[src/design/gcv_pkg.sv]
// ----------------------------------------------------------------------------
// gcv_pkg: shared types and constants for the contour flattener
// Tags, field widths, controller state and the command/status structs.
// ----------------------------------------------------------------------------
package gcv_pkg;

  localparam int unsigned MaxPointsDefault = 32;
  localparam int unsigned CoordW = 24;
  localparam int unsigned VertW  = 27;
  localparam int unsigned TagW   = 2;

  localparam logic [TagW-1:0] TagOn     = 2'd0;
  localparam logic [TagW-1:0] TagConic  = 2'd1;
  localparam logic [TagW-1:0] TagCubic  = 2'd2;
  localparam logic [TagW-1:0] TagUnused = 2'd3;

  typedef enum logic [2:0] {
    StCollect,
    StEval,
    StEmitPre,
    StEmitPt,
    StWaitFinal
  } state_e;

  typedef enum logic [1:0] {
    PreNone,
    PreMid,
    PreCubic
  } pre_e;

  // controller -> datapath
  typedef struct packed {
    logic       store;    // write input word to point store
    logic       clr_cnt;  // reset point count
    logic       load_pre; // capture prelude vertex into hold register
    logic       load_pt;  // capture current point into hold register
    logic       flush;    // mark held vertex as last and release it
    logic       step;     // advance walk index
    logic       start;    // begin walk at index 0
  } cmd_t;

  // datapath -> controller
  typedef struct packed {
    logic       match;    // current point matches a pattern
    pre_e       pre;      // kind of prelude vertex
    logic       walk_done;
    logic       out_busy; // output register cannot accept
    logic       held;     // a vertex is held back awaiting successor
  } sts_t;

endpackage

[src/design/gcv_ctrl.sv]
// ----------------------------------------------------------------------------
// gcv_ctrl: contour flattener controller
// Sequences point capture, the end-of-contour walk and vertex emission.
// ----------------------------------------------------------------------------
module gcv_ctrl (
  input  logic           clk_i,
  input  logic           rst_ni,
  input  logic           in_valid_i,
  input  logic           contour_end_i,
  output logic           in_stall_o,
  input  gcv_pkg::sts_t  sts_i,
  output gcv_pkg::cmd_t  cmd_o
);

  gcv_pkg::state_e state_q, state_d;

  always_ff @(posedge clk_i or negedge rst_ni) begin
    if (!rst_ni) begin
      state_q <= gcv_pkg::StCollect;
    end else begin
      state_q <= state_d;
    end
  end

  always_comb begin
    state_d    = state_q;
    cmd_o      = '0;
    in_stall_o = 1'b1;
    unique case (state_q)
      gcv_pkg::StCollect: begin
        in_stall_o = 1'b0;
        if (in_valid_i) begin
          cmd_o.store = 1'b1;
          if (contour_end_i) begin
            cmd_o.start = 1'b1;
            state_d     = gcv_pkg::StEval;
          end
        end
      end
      gcv_pkg::StEval: begin
        if (sts_i.walk_done) begin
          state_d = gcv_pkg::StWaitFinal;
        end else if (!sts_i.match) begin
          cmd_o.step = 1'b1;
        end else if (sts_i.pre != gcv_pkg::PreNone) begin
          state_d = gcv_pkg::StEmitPre;
        end else begin
          state_d = gcv_pkg::StEmitPt;
        end
      end
      gcv_pkg::StEmitPre: begin
        if (!sts_i.out_busy) begin
          cmd_o.load_pre = 1'b1;
          state_d        = gcv_pkg::StEmitPt;
        end
      end
      gcv_pkg::StEmitPt: begin
        if (!sts_i.out_busy) begin
          cmd_o.load_pt = 1'b1;
          cmd_o.step    = 1'b1;
          state_d       = gcv_pkg::StEval;
        end
      end
      gcv_pkg::StWaitFinal: begin
        if (!sts_i.held) begin
          cmd_o.clr_cnt = 1'b1;
          state_d       = gcv_pkg::StCollect;
        end else if (!sts_i.out_busy) begin
          cmd_o.flush   = 1'b1;
          cmd_o.clr_cnt = 1'b1;
          state_d       = gcv_pkg::StCollect;
        end
      end
      default: state_d = gcv_pkg::StCollect;
    endcase
  end

endmodule

[config.mk]
export PLATFORM = sky130hd
export DESIGN_NAME = gcv_ctrl
export DESIGN_NICKNAME = d
export VERILOG_FILES = /design/src/design/gcv_pkg.sv /design/src/design/gcv_ctrl.sv
export SDC_FILE = /design/constraint.sdc
export NUM_CORES = 1
export LEC_CHECK = 0
export BUFFER_PORTS_ARGS = -buffer_cell sky130_fd_sc_hd__buf_2
export CAP_MARGIN = 30
export CELL_PAD_IN_SITES_DETAIL_PLACEMENT = 1
export CELL_PAD_IN_SITES_GLOBAL_PLACEMENT = 1
export CORE_AREA = 5 5 42 44
export CTS_CLUSTER_SIZE = 25
export DETAILED_ROUTE_END_ITERATION = 16
export DIE_AREA = 0 0 47 49
export GPL_TIMING_DRIVEN = 0
export PLACE_DENSITY = 0.71
export SYNTH_ARGS = -nofsm -noshare
export SYNTH_HDL_FRONTEND = slang
export SYNTH_SLANG_ARGS = --single-unit
[constraint.sdc]
create_clock -name clk_i -period 1.7 [get_ports clk_i]
set_input_delay 0.085 -clock clk_i [delete_from_list [all_inputs] [get_ports clk_i]]
set_output_delay 0.085 -clock clk_i [all_outputs]
set_load 0.05 [all_outputs]
==> results of run 1 <==
-- cells by family (layout without fill, tap and decap cells) --
logic type | after synthesis | count (layout)
AOI/OAI and AO/OA | 7 | 7
buffers and inverters | 4 | 25
DFF | 3 | 3
muxes | 1 | 1
and+or+nand+nor | 20 | 20
-- metal layers --
metal	global-route usage	routed length [µm]	up-vias
li1	-	-	165
met1	0.0993	305	147
met2	0.106	391	9
met3	0.0332	66	0
met4	0.0276	0	0
met5	0	0	-
-- power by group through the flow --
stage / clock, mW / combinational, mW / sequential [mW]
after CTS: 0.128 / 0.498 / 0.151
final: 0.122 / 0.484 / 0.177
after detailed placement: 0 / 0.490 / 0.150
after global routing: 0.138 / 0.519 / 0.188
after global placement: 0 / 0.483 / 0.150
after floorplan: 0 / 0.393 / 0.138
-- per-stage QoR --
step / cells / worst slack [ns] / hold slack (ns)
after floorplan: 35 / -0.295 / -0.211
after global placement: 68 / 0.196 / -0.118
after detailed placement: 68 / 0.189 / -0.116
after CTS: 73 / 0.0228 / 0.146
after global routing: 72 / 0.0111 / 0.181
final: 72 / 0.0849 / 0.146
-- critical path, stage by stage (launching register included) --
cell,delay [ns]
sky130_fd_sc_hd__dfrtp_2,0.45
sky130_fd_sc_hd__nand2b_4,0.16
sky130_fd_sc_hd__or4_4,0.43
sky130_fd_sc_hd__nand2b_1,0.10
sky130_fd_sc_hd__buf_6,0.16
-- cell type report --
type | count | area (µm²) | area share
tap | 16 | 20.0 | 0.0473
multi-input combinational | 28 | 188 | 0.444
inverter | 3 | 11.3 | 0.0266
sequential | 3 | 76.3 | 0.180
clock buffer | 4 | 26.3 | 0.0621
timing repair buffer | 18 | 101 | 0.240
-- worst max path at each step --
stage                     from       end  slack, ns  cells after the start
floorplan           state_q[2]  cmd_o[1]      -0.30                      4
global placement    state_q[1]  cmd_o[1]       0.20                      4
detailed placement  state_q[1]  cmd_o[1]       0.19                      4
CTS                 state_q[1]  cmd_o[1]       0.02                      4
global route        state_q[2]  cmd_o[1]       0.01                      3
finish              state_q[1]  cmd_o[1]       0.08                      4
-- synthesized netlist by cell type --
| cell type | n |
|---|---|
| sky130_fd_sc_hd__mux2i_1 | 1 |
| sky130_fd_sc_hd__nand2_1 | 5 |
| sky130_fd_sc_hd__o21ai_0 | 1 |
| sky130_fd_sc_hd__or4_4 | 1 |
| sky130_fd_sc_hd__or2b_1 | 1 |
| sky130_fd_sc_hd__nor3_1 | 4 |
| sky130_fd_sc_hd__o211ai_2 | 1 |
| sky130_fd_sc_hd__nand2b_1 | 2 |
| sky130_fd_sc_hd__o32ai_1 | 1 |
| sky130_fd_sc_hd__inv_1 | 3 |
| sky130_fd_sc_hd__and2_1 | 1 |
| sky130_fd_sc_hd__o31a_1 | 1 |
| sky130_fd_sc_hd__nor4_1 | 1 |
| sky130_fd_sc_hd__nand4_1 | 1 |
| sky130_fd_sc_hd__o21bai_1 | 1 |
| sky130_fd_sc_hd__a21oi_1 | 2 |
| sky130_fd_sc_hd__dfrtp_1 | 3 |
| sky130_fd_sc_hd__buf_2 | 1 |
| sky130_fd_sc_hd__nor2_1 | 4 |
-- timing repair --
action                                  CTS  global route
gates resized for setup                   2             2
endpoints found under the hold margin     3             0
endpoints found under the setup margin    1             1
hold buffers                              1             0
-- cell usage in the layout, fill, tap and decap left out, types with 2 or more instances in the layout --
cell,netlist,layout
sky130_fd_sc_hd__inv_1,3,3
sky130_fd_sc_hd__dfrtp_1,3,2
sky130_fd_sc_hd__a21oi_1,2,2
sky130_fd_sc_hd__clkbuf_4,0,3
sky130_fd_sc_hd__nand2_1,5,5
sky130_fd_sc_hd__buf_2,1,16
sky130_fd_sc_hd__nor2_1,4,3
sky130_fd_sc_hd__nor3_1,4,3
==> impl_table.tex, run 1 <==
\begin{tabular}{lr}
\hline
Metric & Value \\
\hline
\multicolumn{2}{l}{\textbf{Worst setup path}} \\
End of the worst register-to-register path & state\_q[0] \\
Reg2reg path depth & 4 \\
Setup slack of the most critical reg-to-reg path & 0.27 ns \\
Data arrival, critical path & 1.53 ns \\
Startpoint Class & flip-flop \\
Critical register-to-register path startpoint & state\_q[1] \\
Crit Path Class & flip-flop to output pin \\
Critical Path Sink Type & output pin \\
Largest fanout of any net on the critical path & 8 \\
Data required time at the worst endpoint & 1.62 ns \\
\multicolumn{2}{l}{\textbf{Placed design}} \\
Port buffer count & 17 \\
Final estimated routing congestion in global placement & 0.659 \\
Post-detailed-placement half-perimeter wirelength & 649 µm \\
Post-place instance area & 377 µm² \\
\multicolumn{2}{l}{\textbf{STA}} \\
Fin crit share & 0.950 \\
Actual slew at the worst max-slew pin & 0.291 ns \\
Maximum clock skew at final layout & 0.00562 ns \\
Final hold violation count & 0 \\
Max Freq & 619 MHz \\
Clock period minus worst slack & 1.62 ns \\
Final-layout setup total negative slack & 0 ns \\
Max\_slew headroom & 0.806 \\
Final setup viols & 0 \\
Setup repair after global routing missed its margin & no \\
Fin. max-slew vios & 0 \\
\multicolumn{2}{l}{\textbf{Floorplanning}} \\
Height of the die & 49 µm \\
Die ar. & 2300 µm² \\
I/O Pins & 18 \\
Row count & 14 \\
Placeable Area & 1400 µm² \\
Width of the die & 47 µm \\
Initial Util & 0.184 \\
\multicolumn{2}{l}{\textbf{Worst hold path}} \\
Hold wc startpoint & sts\_i[2] \\
Min-delay worst type & input pin to flip-flop \\
Terminating pin of the worst hold path & state\_q[2] \\
Hold Path Cell Cnt & 3 \\
\multicolumn{2}{l}{\textbf{Clock network}} \\
Cell chosen for the clock root & sky130\_fd\_sc\_hd\_\_clkbuf\_4 \\
Clock latency on the worst-skew pair & 0.23 ns \\
Clock-pin slew on the worst setup and hold paths & 0.04 ns \\
Clock Sink Count & 3 \\
Clk buf depth & 2 \\
TritonCTS clock tree & built \\
Number of CTS-inserted buffers & 3 \\
Post-CTS setup repair buffer count & 0 \\
H-tree lvl count & 1 \\
\multicolumn{2}{l}{\textbf{Pwr}} \\
Combinational share of power & 0.618 \\
P\_leak & 0.210 nW \\
Internal power & 0.360 mW \\
Switching fraction of total power & 0.541 \\
Total power divided by cell area & 1850 nW/µm² \\
Switching pwr & 0.424 mW \\
Sequential group share of total power & 0.226 \\
Design Power & 0.784 mW \\
Part of the total power dissipated in the clock network & 0.156 \\
Max IR drop VDD & 354 µV \\
\multicolumn{2}{l}{\textbf{Yosys}} \\
Adder-Cell Fraction of Synth Area & 0 \\
Area contributors post-synth & sky130\_fd\_sc\_hd\_\_dfrtp\_1 29\%, sky130\_fd\_sc\_hd\_\_nor3\_1 7.8\%, sky130\_fd\_sc\_hd\_\_nand2\_1 7.3\%, sky130\_fd\_sc\_hd\_\_nor2\_1 5.8\%, sky130\_fd\_sc\_hd\_\_nand2b\_1 4.9\% \\
Netlist cell types & 19 \\
Synthesized net count & 45 \\
Main combinational cell family by area after synthesis & simple AND/OR/NAND/NOR gates \\
Post-synthesis cell count & 35 \\
Multiplexer share of the synthesized area & 0.0388 \\
Number of warnings printed during yosys synthesis & 0 \\
Simple-gate share of the synthesized area & 0.403 \\
Yosys top cell by area & sky130\_fd\_sc\_hd\_\_dfrtp\_1 \\
Post-synthesis share of cell area spent on xor and xnor gates & 0 \\
Compound-Gate Fraction of Synth Area & 0.204 \\
Synthesized area per cell & 7.36 µm² \\
Register bit count reported by yosys & 3 \\
Share of the synthesized area in the top cell type & 0.291 \\
Part of the Yosys area used for sequential elements & 0.291 \\
Post-synthesis instance area & 258 µm² \\
\multicolumn{2}{l}{\textbf{Drt}} \\
Number of DRC markers in iteration 0 & 0 \\
DR pass1 iterations & 1 \\
Routed via count divided by cell count & 4.46 \\
Total vias in the final route & 321 \\
DRC violation count after routing & 0 \\
Routed length per instance & 10.6 µm \\
Final antenna-violating net count & 0 \\
Total wirelength of the detailed-routed design & 764 µm \\
\multicolumn{2}{l}{\textbf{Layout}} \\
Final core occ & 0.302 \\
Fillcell total & 189 \\
Top Registers & state\_q x3 \\
Top register by number of flip-flops & state\_q \\
Cell area after layout & 423 µm² \\
Max reg flops & 3 \\
Final net count & 67 \\
Final antenna diode count & 0 \\
Area overhead of the layout relative to synthesis & 64.1\% \\
Share of post-route cells with drive strength above 1 & 0.482 \\
\multicolumn{2}{l}{\textbf{Global route}} \\
Initial antenna violation count & 0 \\
Total global routing track utilization & 0.0755 \\
Largest net degree at the start of global routing & 10 \\
Global-route wire length before repair & 1.30 mm \\
Vias in the first global route & 329 \\
Gr ovfl total & 0 \\
\multicolumn{2}{l}{\textbf{Job}} \\
Maximum capacitance violations & 0 \\
\multicolumn{2}{l}{\textbf{Status}} \\
Status & finished clean \\
\hline
\end{tabular}
No activity file was read; power rests on OpenSTA's default activity.
==> run 2, diff against run 1 <==
--- a/config.mk
+++ b/config.mk
@@ -5,7 +5,6 @@
 export SDC_FILE = /design/constraint.sdc
 export NUM_CORES = 1
 export LEC_CHECK = 0
-export BUFFER_PORTS_ARGS = -buffer_cell sky130_fd_sc_hd__buf_2
 export CAP_MARGIN = 30
 export CELL_PAD_IN_SITES_DETAIL_PLACEMENT = 1
 export CELL_PAD_IN_SITES_GLOBAL_PLACEMENT = 1
@@ -13,8 +12,9 @@
 export CTS_CLUSTER_SIZE = 25
 export DETAILED_ROUTE_END_ITERATION = 16
 export DIE_AREA = 0 0 47 49
+export DONT_BUFFER_PORTS = 1
 export GPL_TIMING_DRIVEN = 0
-export PLACE_DENSITY = 0.71
+export PLACE_DENSITY = 0.54
 export SYNTH_ARGS = -nofsm -noshare
 export SYNTH_HDL_FRONTEND = slang
 export SYNTH_SLANG_ARGS = --single-unit
==> run 2 against run 1 <==
The run now ends with setup timing left. Via count is 1.9% lower. Cell area is 4.7% higher. Sequential share of layout area is 0.53 points lower. Final cell count is 8.3% lower. Register-to-register slack worse by 0.27 ns. Fmax is 12% lower. Utilization is 1.4 points higher. Total power is 15% higher. Non-clock buffer count is 6 lower. Global-route usage is 1.8 points higher. Highest routed layer is now met4. Setup slack worse by 0.21 ns.
==> impl_table.tex, run 2 (synthesis gave the netlist of run 1 again) <==
\begin{tabular}{lr}
\hline
Metric & Value \\
\hline
\multicolumn{2}{l}{\textbf{Global route}} \\
Total global routing track utilization & 0.0931 (+0.0176) \\
Most crowded layer after global routing & met2 \\
Gr ovfl total & 0 (unchanged) \\
Routing usage on met3 & 0.0443 (+0.0111) \\
Global-route wire length before repair & 1.50 mm (+15\%) \\
Largest net degree at the start of global routing & 8 (-2) \\
Initial antenna violation count & 0 (unchanged) \\
Vias in the first global route & 359 (+9.1\%) \\
Global routing usage on met1 & 0.104 (+0.00442) \\
Met2 track utilization from global routing & 0.131 (+0.0249) \\
\multicolumn{2}{l}{\textbf{STA}} \\
Max\_slew headroom & 0.592 (-0.214) \\
Actual slew at the worst max-slew pin & 0.612 ns (+0.321 ns) \\
Final-layout setup total negative slack & -0.184 ns (-0.184 ns) \\
Maximum clock skew at final layout & 0.00177 ns (-0.00385 ns) \\
Fin crit share & 1.08 (+0.126) \\
Setup repair after global routing missed its margin & yes \\
PnR worst setup slack & -0.129 ns (-0.213 ns) \\
Clock period minus worst slack & 1.83 ns (+0.213 ns) \\
Final setup viols & 2 (+2) \\
Min Hold Slack & 0.00876 ns (-0.137 ns) \\
Max Freq & 547 MHz (-12\%) \\
Fin. max-slew vios & 0 (unchanged) \\
Final hold violation count & 0 (unchanged) \\
\multicolumn{2}{l}{\textbf{Clock network}} \\
Clock latency on the worst-skew pair & 0.23 ns (about the same) \\
Clock-pin slew on the worst setup and hold paths & 0.04 ns (about the same) \\
TritonCTS clock tree & built \\
Clock Sink Count & 3 (unchanged) \\
Clk buf depth & 2 (unchanged) \\
Number of CTS-inserted buffers & 3 (unchanged) \\
Cell chosen for the clock root & sky130\_fd\_sc\_hd\_\_clkbuf\_4 \\
H-tree lvl count & 1 (unchanged) \\
\multicolumn{2}{l}{\textbf{Layout}} \\
Cell area after layout & 443 µm² (+4.7\%) \\
Final antenna diode count & 0 (unchanged) \\
Area overhead of the layout relative to synthesis & 71.8\% \\
Post-layout instance count excluding filler cells & 66 (-8.3\%) \\
Top Registers & state\_q x3 \\
Most common cell after layout, fill and taps aside & sky130\_fd\_sc\_hd\_\_buf\_4 \\
Final net count & 61 (-9.0\%) \\
Max reg flops & 3 (unchanged) \\
Share of post-route cells with drive strength above 1 & 0.540 (+0.0579) \\
Top register by number of flip-flops & state\_q \\
Top library cells by usage in the layout, fill and taps aside & 11 x sky130\_fd\_sc\_hd\_\_buf\_4, 5 x sky130\_fd\_sc\_hd\_\_nand2\_1, 3 x sky130\_fd\_sc\_hd\_\_nor3\_1, 3 x sky130\_fd\_sc\_hd\_\_nor2\_1, 3 x sky130\_fd\_sc\_hd\_\_clkbuf\_4 \\
\multicolumn{2}{l}{\textbf{Floorplanning}} \\
Row count & 14 (unchanged) \\
Height of the die & 49 µm (unchanged) \\
I/O Pins & 18 (unchanged) \\
Initial Util & 0.184 (unchanged) \\
Die ar. & 2300 µm² (unchanged) \\
Width of the die & 47 µm (unchanged) \\
Placeable Area & 1400 µm² (unchanged) \\
\multicolumn{2}{l}{\textbf{Pwr}} \\
P\_leak & 0.194 nW (-7.8\%) \\
Max IR drop VDD & 555 µV (+57\%) \\
Internal power & 0.435 mW (+21\%) \\
Part of the total power dissipated in the clock network & 0.141 (-0.015) \\
Sequential group share of total power & 0.163 (-0.063) \\
Total power divided by cell area & 2030 nW/µm² (+9.7\%) \\
Switching pwr & 0.465 mW (+9.6\%) \\
Switching fraction of total power & 0.516 (-0.0246) \\
Combinational share of power & 0.696 (+0.078) \\
\multicolumn{2}{l}{\textbf{Worst setup path}} \\
Worst path slowest cell & sky130\_fd\_sc\_hd\_\_nor3\_4 \\
Critical Path Sink Type & output pin \\
Crit Path Class & flip-flop to output pin \\
Startpoint Class & flip-flop \\
Data required time at the worst endpoint & 1.62 ns (about the same) \\
Delay of the slowest cell on the worst path & 0.50 ns (+0.05 ns) \\
Data arrival, critical path & 1.74 ns (+0.21 ns) \\
Top Family by Delay on Critical Path & simple AND/OR/NAND/NOR gates \\
Largest fanout of any net on the critical path & 2 (-6) \\
Cell Chain, Critical Path & or2b\_4, nor3\_4, nand2b\_4 \\
Number of buffers and inverters on the critical path & 0 (-1) \\
\multicolumn{2}{l}{\textbf{Drt}} \\
DR pass1 iterations & 2 (+1) \\
Total wirelength of the detailed-routed design & 930 µm (+22\%) \\
Routed via count divided by cell count & 4.77 (+7.1\%) \\
DRC violation count after routing & 0 (unchanged) \\
Total vias in the final route & 315 (-1.9\%) \\
Routed length per instance & 14.1 µm (+33\%) \\
Number of DRC markers in iteration 0 & 2 (+2) \\
Final antenna-violating net count & 0 (unchanged) \\
\multicolumn{2}{l}{\textbf{Worst hold path}} \\
Min-delay worst type & input pin to flip-flop \\
\multicolumn{2}{l}{\textbf{Status}} \\
Status & finished, violations left \\
Violated checks & setup timing \\
\multicolumn{2}{l}{\textbf{Job}} \\
Maximum capacitance violations & 0 (unchanged) \\
\multicolumn{2}{l}{\textbf{Placed design}} \\
Port buffer count & 0 (-17) \\
Post-place instance area & 307 µm² (-19\%) \\
Final estimated routing congestion in global placement & 0.730 (+11\%) \\
Worst slack at placement & -0.426 ns (-0.615 ns) \\
Post-detailed-placement half-perimeter wirelength & 634 µm (-2.3\%) \\
Post-placement cell count & 53 (-22\%) \\
\hline
\end{tabular}
-- run 2: cell count changes in the layout (fill, tap and decap cells not counted), sizes merged --
cell  delta
buf      -6
-- run 2: layer usage --
metal,wire (µm),vias to the layer above
li1,-,158
met1,371,143
met2,484,12
met3,62,2
met4,13,0
met5,0,-
-- run 2: power by group through the flow --
stage / sequential, mW / clock, mW / combinational (mW)
6_report: 0.147 / 0.127 / 0.626
3_3_place_gp: 0.151 / 0 / 0.436
2_1_floorplan: 0.138 / 0 / 0.393
5_1_grt: 0.154 / 0.148 / 0.680
4_1_cts: 0.149 / 0.132 / 0.570
3_5_place_dp: 0.150 / 0 / 0.448
-- run 2: final cells by class --
| cell class | instances | area [µm²] |
|---|---|---|
| repair buffers | 12 | 92.6 |
| clock buffers | 4 | 26.3 |
| inverters | 3 | 11.3 |
| multi-input cells | 28 | 215 |
| flip-flops and latches | 3 | 77.6 |
| well taps | 16 | 20.0 |
| fillers | 178 | 958 |
-- run 2: what timing repair did --
item                                    4_1_cts  5_1_grt
setup buffers                                 6        3
hold endpoints to repair                      3        0
cloned                                        0        0
gates resized for setup                       9        2
hold buffers                                  1        0
endpoints found under the setup margin        4        3
pin swaps                                     2        1
-- run 2: worst paths after layout --
| path | startpoint | endpoint | slack, ns | depth (start not counted) |
|---|---|---|---|---|
| min reg2reg | state_q[2] | state_q[2] | 0.72 | 3 |
| min | sts_i[2] | state_q[2] | 0.009 | 2 |
| max in group asynchronous | rst_ni | state_q[2] | 1.44 | 1 |
| min in group asynchronous | rst_ni | state_q[0] | 0.10 | 1 |
| max | state_q[2] | cmd_o[1] | -0.13 | 3 |
| max reg2reg | state_q[1] | state_q[0] | 0 | 6 |
-- run 2: worst reg2reg max path, stage by stage, from the launching register on --
cell and delay (ns):
sky130_fd_sc_hd__dfrtp_2 0.41, sky130_fd_sc_hd__buf_4 0.14, sky130_fd_sc_hd__buf_4 0.13, sky130_fd_sc_hd__nand2b_1 0.17, sky130_fd_sc_hd__or4_4 0.46, sky130_fd_sc_hd__o211ai_2 0.11, sky130_fd_sc_hd__mux2i_1 0.20
-- run 2: through the flow --
step / power, mW / utilization
floorplan: 0.532 / -
global placement: 0.587 / 0.208
detailed placement: 0.598 / 0.219
CTS: 0.852 / 0.294
global route: 0.982 / 0.316
finish: 0.900 / 0.316
==> run 3, diff against run 2 <==
--- a/config.mk
+++ b/config.mk
@@ -15,6 +15,7 @@
 export DONT_BUFFER_PORTS = 1
 export GPL_TIMING_DRIVEN = 0
 export PLACE_DENSITY = 0.54
+export SKIP_CTS_REPAIR_TIMING = 1
 export SYNTH_ARGS = -nofsm -noshare
 export SYNTH_HDL_FRONTEND = slang
 export SYNTH_SLANG_ARGS = --single-unit
==> run 3 against run 2 <==
Largest cell class unchanged. Highest routed layer unchanged. The run still ends with setup timing left. Final cell count fell by 6.1%. Global-route usage fell by 0.78 points. Critical endpoint unchanged. First-iteration DRC count rose to 2.5 times the previous value. Utilization fell by 1.7 points. Cell area fell by 5.4%. Routed wire length fell by 9.4%.
==> impl_table.tex, run 3 (synthesis gave the netlist of run 1 again) <==
\begin{tabular}{lr}
\hline
Metric & Value \\
\hline
\multicolumn{2}{l}{\textbf{Status}} \\
Status & finished, violations left \\
Violated checks & setup timing \\
\multicolumn{2}{l}{\textbf{STA}} \\
Final hold violation count & 0 (unchanged) \\
Fin. max-slew vios & 0 (unchanged) \\
PnR worst setup slack & -0.162 ns (-0.0335 ns) \\
Max\_slew headroom & 0.593 (+0.000622) \\
Maximum clock skew at final layout & 0.00115 ns (-0.000619 ns) \\
Clock period minus worst slack & 1.86 ns (+0.0335 ns) \\
Fin crit share & 1.10 (+0.0197) \\
Final setup viols & 2 (unchanged) \\
Max Freq & 537 MHz (-1.8\%) \\
Actual slew at the worst max-slew pin & 0.611 ns (-0.000933 ns) \\
Setup repair after global routing missed its margin & yes \\
\multicolumn{2}{l}{\textbf{Floorplanning}} \\
Row count & 14 (unchanged) \\
Height of the die & 49 µm (unchanged) \\
I/O Pins & 18 (unchanged) \\
Placeable Area & 1400 µm² (unchanged) \\
Die ar. & 2300 µm² (unchanged) \\
Initial Util & 0.184 (unchanged) \\
Width of the die & 47 µm (unchanged) \\
\multicolumn{2}{l}{\textbf{Global route}} \\
Total global routing track utilization & 0.0853 (-0.00782) \\
Vias in the first global route & 308 (-14\%) \\
Global-route wire length before repair & 1.35 mm (-10\%) \\
Gr ovfl total & 0 (unchanged) \\
Largest net degree at the start of global routing & 10 (+2) \\
Initial antenna violation count & 0 (unchanged) \\
\multicolumn{2}{l}{\textbf{Pwr}} \\
Combinational share of power & 0.663 (-0.033) \\
Max IR drop VDD & 523 µV (-5.9\%) \\
Switching fraction of total power & 0.521 (+0.00499) \\
Switching pwr & 0.447 mW (-3.9\%) \\
P\_leak & 0.173 nW (-11\%) \\
Design Power & 0.857 mW (-4.8\%) \\
Sequential group share of total power & 0.190 (+0.027) \\
Internal power & 0.410 mW (-5.8\%) \\
Part of the total power dissipated in the clock network & 0.147 (+0.006) \\
Total power divided by cell area & 2040 nW/µm² (+0.55\%) \\
\multicolumn{2}{l}{\textbf{Drt}} \\
Final antenna-violating net count & 0 (unchanged) \\
Total vias in the final route & 292 (-7.3\%) \\
DR pass1 iterations & 2 (unchanged) \\
Number of DRC markers in iteration 0 & 5 (+3) \\
Total wirelength of the detailed-routed design & 843 µm (-9.4\%) \\
Routed length per instance & 13.6 µm (-3.5\%) \\
DRC violation count after routing & 0 (unchanged) \\
Routed via count divided by cell count & 4.71 (-1.3\%) \\
\multicolumn{2}{l}{\textbf{Worst setup path}} \\
Crit Path Class & flip-flop to output pin \\
Data required time at the worst endpoint & 1.62 ns (about the same) \\
Delay of the slowest cell on the worst path & 0.50 ns (about the same) \\
Largest fanout of any net on the critical path & 3 (+1) \\
Setup slack of the most critical reg-to-reg path & 0.11 ns (+0.11 ns) \\
Reg2reg path depth & 5 (-1) \\
Critical register-to-register path startpoint & state\_q[1] \\
Critical Path Sink Type & output pin \\
Top Family by Delay on Critical Path & simple AND/OR/NAND/NOR gates \\
Data arrival, critical path & 1.78 ns (+0.04 ns) \\
Startpoint Class & flip-flop \\
Worst path slowest cell & sky130\_fd\_sc\_hd\_\_nor3\_4 \\
Number of buffers and inverters on the critical path & 0 (unchanged) \\
End of the worst register-to-register path & state\_q[0] \\
Cell Chain, Critical Path & or2b\_4, nor3\_4, nand2b\_4 \\
\multicolumn{2}{l}{\textbf{Clock network}} \\
Clock-pin slew on the worst setup and hold paths & 0.04 ns (about the same) \\
Clock latency on the worst-skew pair & 0.23 ns (about the same) \\
H-tree lvl count & 1 (unchanged) \\
TritonCTS clock tree & built \\
Number of CTS-inserted buffers & 3 (unchanged) \\
Cell chosen for the clock root & sky130\_fd\_sc\_hd\_\_clkbuf\_4 \\
Clk buf depth & 2 (unchanged) \\
Clock Sink Count & 3 (unchanged) \\
\multicolumn{2}{l}{\textbf{Layout}} \\
Top register by number of flip-flops & state\_q \\
Final net count & 57 (-6.6\%) \\
Most common cell after layout, fill and taps aside & sky130\_fd\_sc\_hd\_\_buf\_4 \\
Top Registers & state\_q x3 \\
Share of post-route cells with drive strength above 1 & 0.500 (-0.0400) \\
Area overhead of the layout relative to synthesis & 62.6\% \\
Top library cells by usage in the layout, fill and taps aside & 6 x sky130\_fd\_sc\_hd\_\_buf\_4, 5 x sky130\_fd\_sc\_hd\_\_nand2\_1 \\
Final antenna diode count & 0 (unchanged) \\
Max reg flops & 3 (unchanged) \\
\multicolumn{2}{l}{\textbf{Worst hold path}} \\
Terminating pin of the worst hold path & state\_q[2] \\
Hold wc startpoint & sts\_i[2] \\
Hold Path Cell Cnt & 2 (unchanged) \\
Min-delay worst type & input pin to flip-flop \\
\multicolumn{2}{l}{\textbf{Placed design}} \\
Worst slack at placement & -0.426 ns (unchanged) \\
Port buffer count & 0 (unchanged) \\
Post-detailed-placement half-perimeter wirelength & 634 µm (unchanged) \\
Final estimated routing congestion in global placement & 0.730 (unchanged) \\
\multicolumn{2}{l}{\textbf{Job}} \\
Maximum capacitance violations & 0 (unchanged) \\
\hline
\end{tabular}
-- run 3: changes by cell type in the layout (fill, tap and decap cells not counted) --
cell                      change
sky130_fd_sc_hd__buf_4        -5
sky130_fd_sc_hd__buf_12       +1
sky130_fd_sc_hd__dfrtp_1      -1
sky130_fd_sc_hd__dfrtp_2      +1
sky130_fd_sc_hd__o32ai_1      +1
sky130_fd_sc_hd__o32ai_2      -1
-- run 3: worst register-to-register path, delay by kind of cell, from the launching register on --
family,cells,cell delay [ns]
muxes,1,0.20
buffers and inverters,1,0.15
AOI/OAI and AO/OA,1,0.10
DFF,1,0.43
and+or+nand+nor,2,0.63
-- run 3: worst max path at each step --
stage,start,to,cells past startpoint
floorplan,state_q[2],cmd_o[1],4
global placement,state_q[2],cmd_o[1],4
detailed placement,state_q[2],cmd_o[1],4
CTS,state_q[2],cmd_o[1],4
global route,state_q[1],cmd_o[1],3
finish,state_q[2],cmd_o[1],3
-- run 3: area by class of cell --
cell class | count | area (µm²)
Tap cell | 16 | 20.0
Fill cell | 176 | 982
Inverter | 3 | 11.3
Sequential cell | 3 | 78.8
Timing Repair Buffer | 8 | 75.1
Clock buffer | 4 | 26.3
Multi-Input combinational cell | 28 | 208
-- run 3: routing by layer --
layer	up-vias	global-route usage	routed length, µm
li1	149	-	-
met1	129	0.110	374
met2	12	0.0995	393
met3	2	0.0443	62
met4	0	0.0691	13
met5	-	0	0
-- run 3: through the flow --
step | area [µm²] | cells | utilization | TNS (ns) | hold slack [ns]
2_1_floorplan | 272 | 35 | - | -0.489 | -0.211
3_3_place_gp | 292 | 51 | 0.208 | -0.704 | -0.211
3_5_place_dp | 307 | 53 | 0.219 | -0.438 | -0.211
4_1_cts | 333 | 57 | 0.238 | -1.25 | -0.461
5_1_grt | 419 | 62 | 0.299 | -0.345 | 0.0174
6_report | 419 | 62 | 0.299 | -0.170 | 0.0107
-- run 3: power by group through the flow --
stage / registers, mW / clock network (mW) / logic (mW)
final: 0.163 / 0.126 / 0.568
after CTS: 0.150 / 0.132 / 0.449
after floorplan: 0.138 / 0 / 0.393
after global placement: 0.151 / 0 / 0.436
after detailed placement: 0.150 / 0 / 0.448
after global routing: 0.173 / 0.148 / 0.612
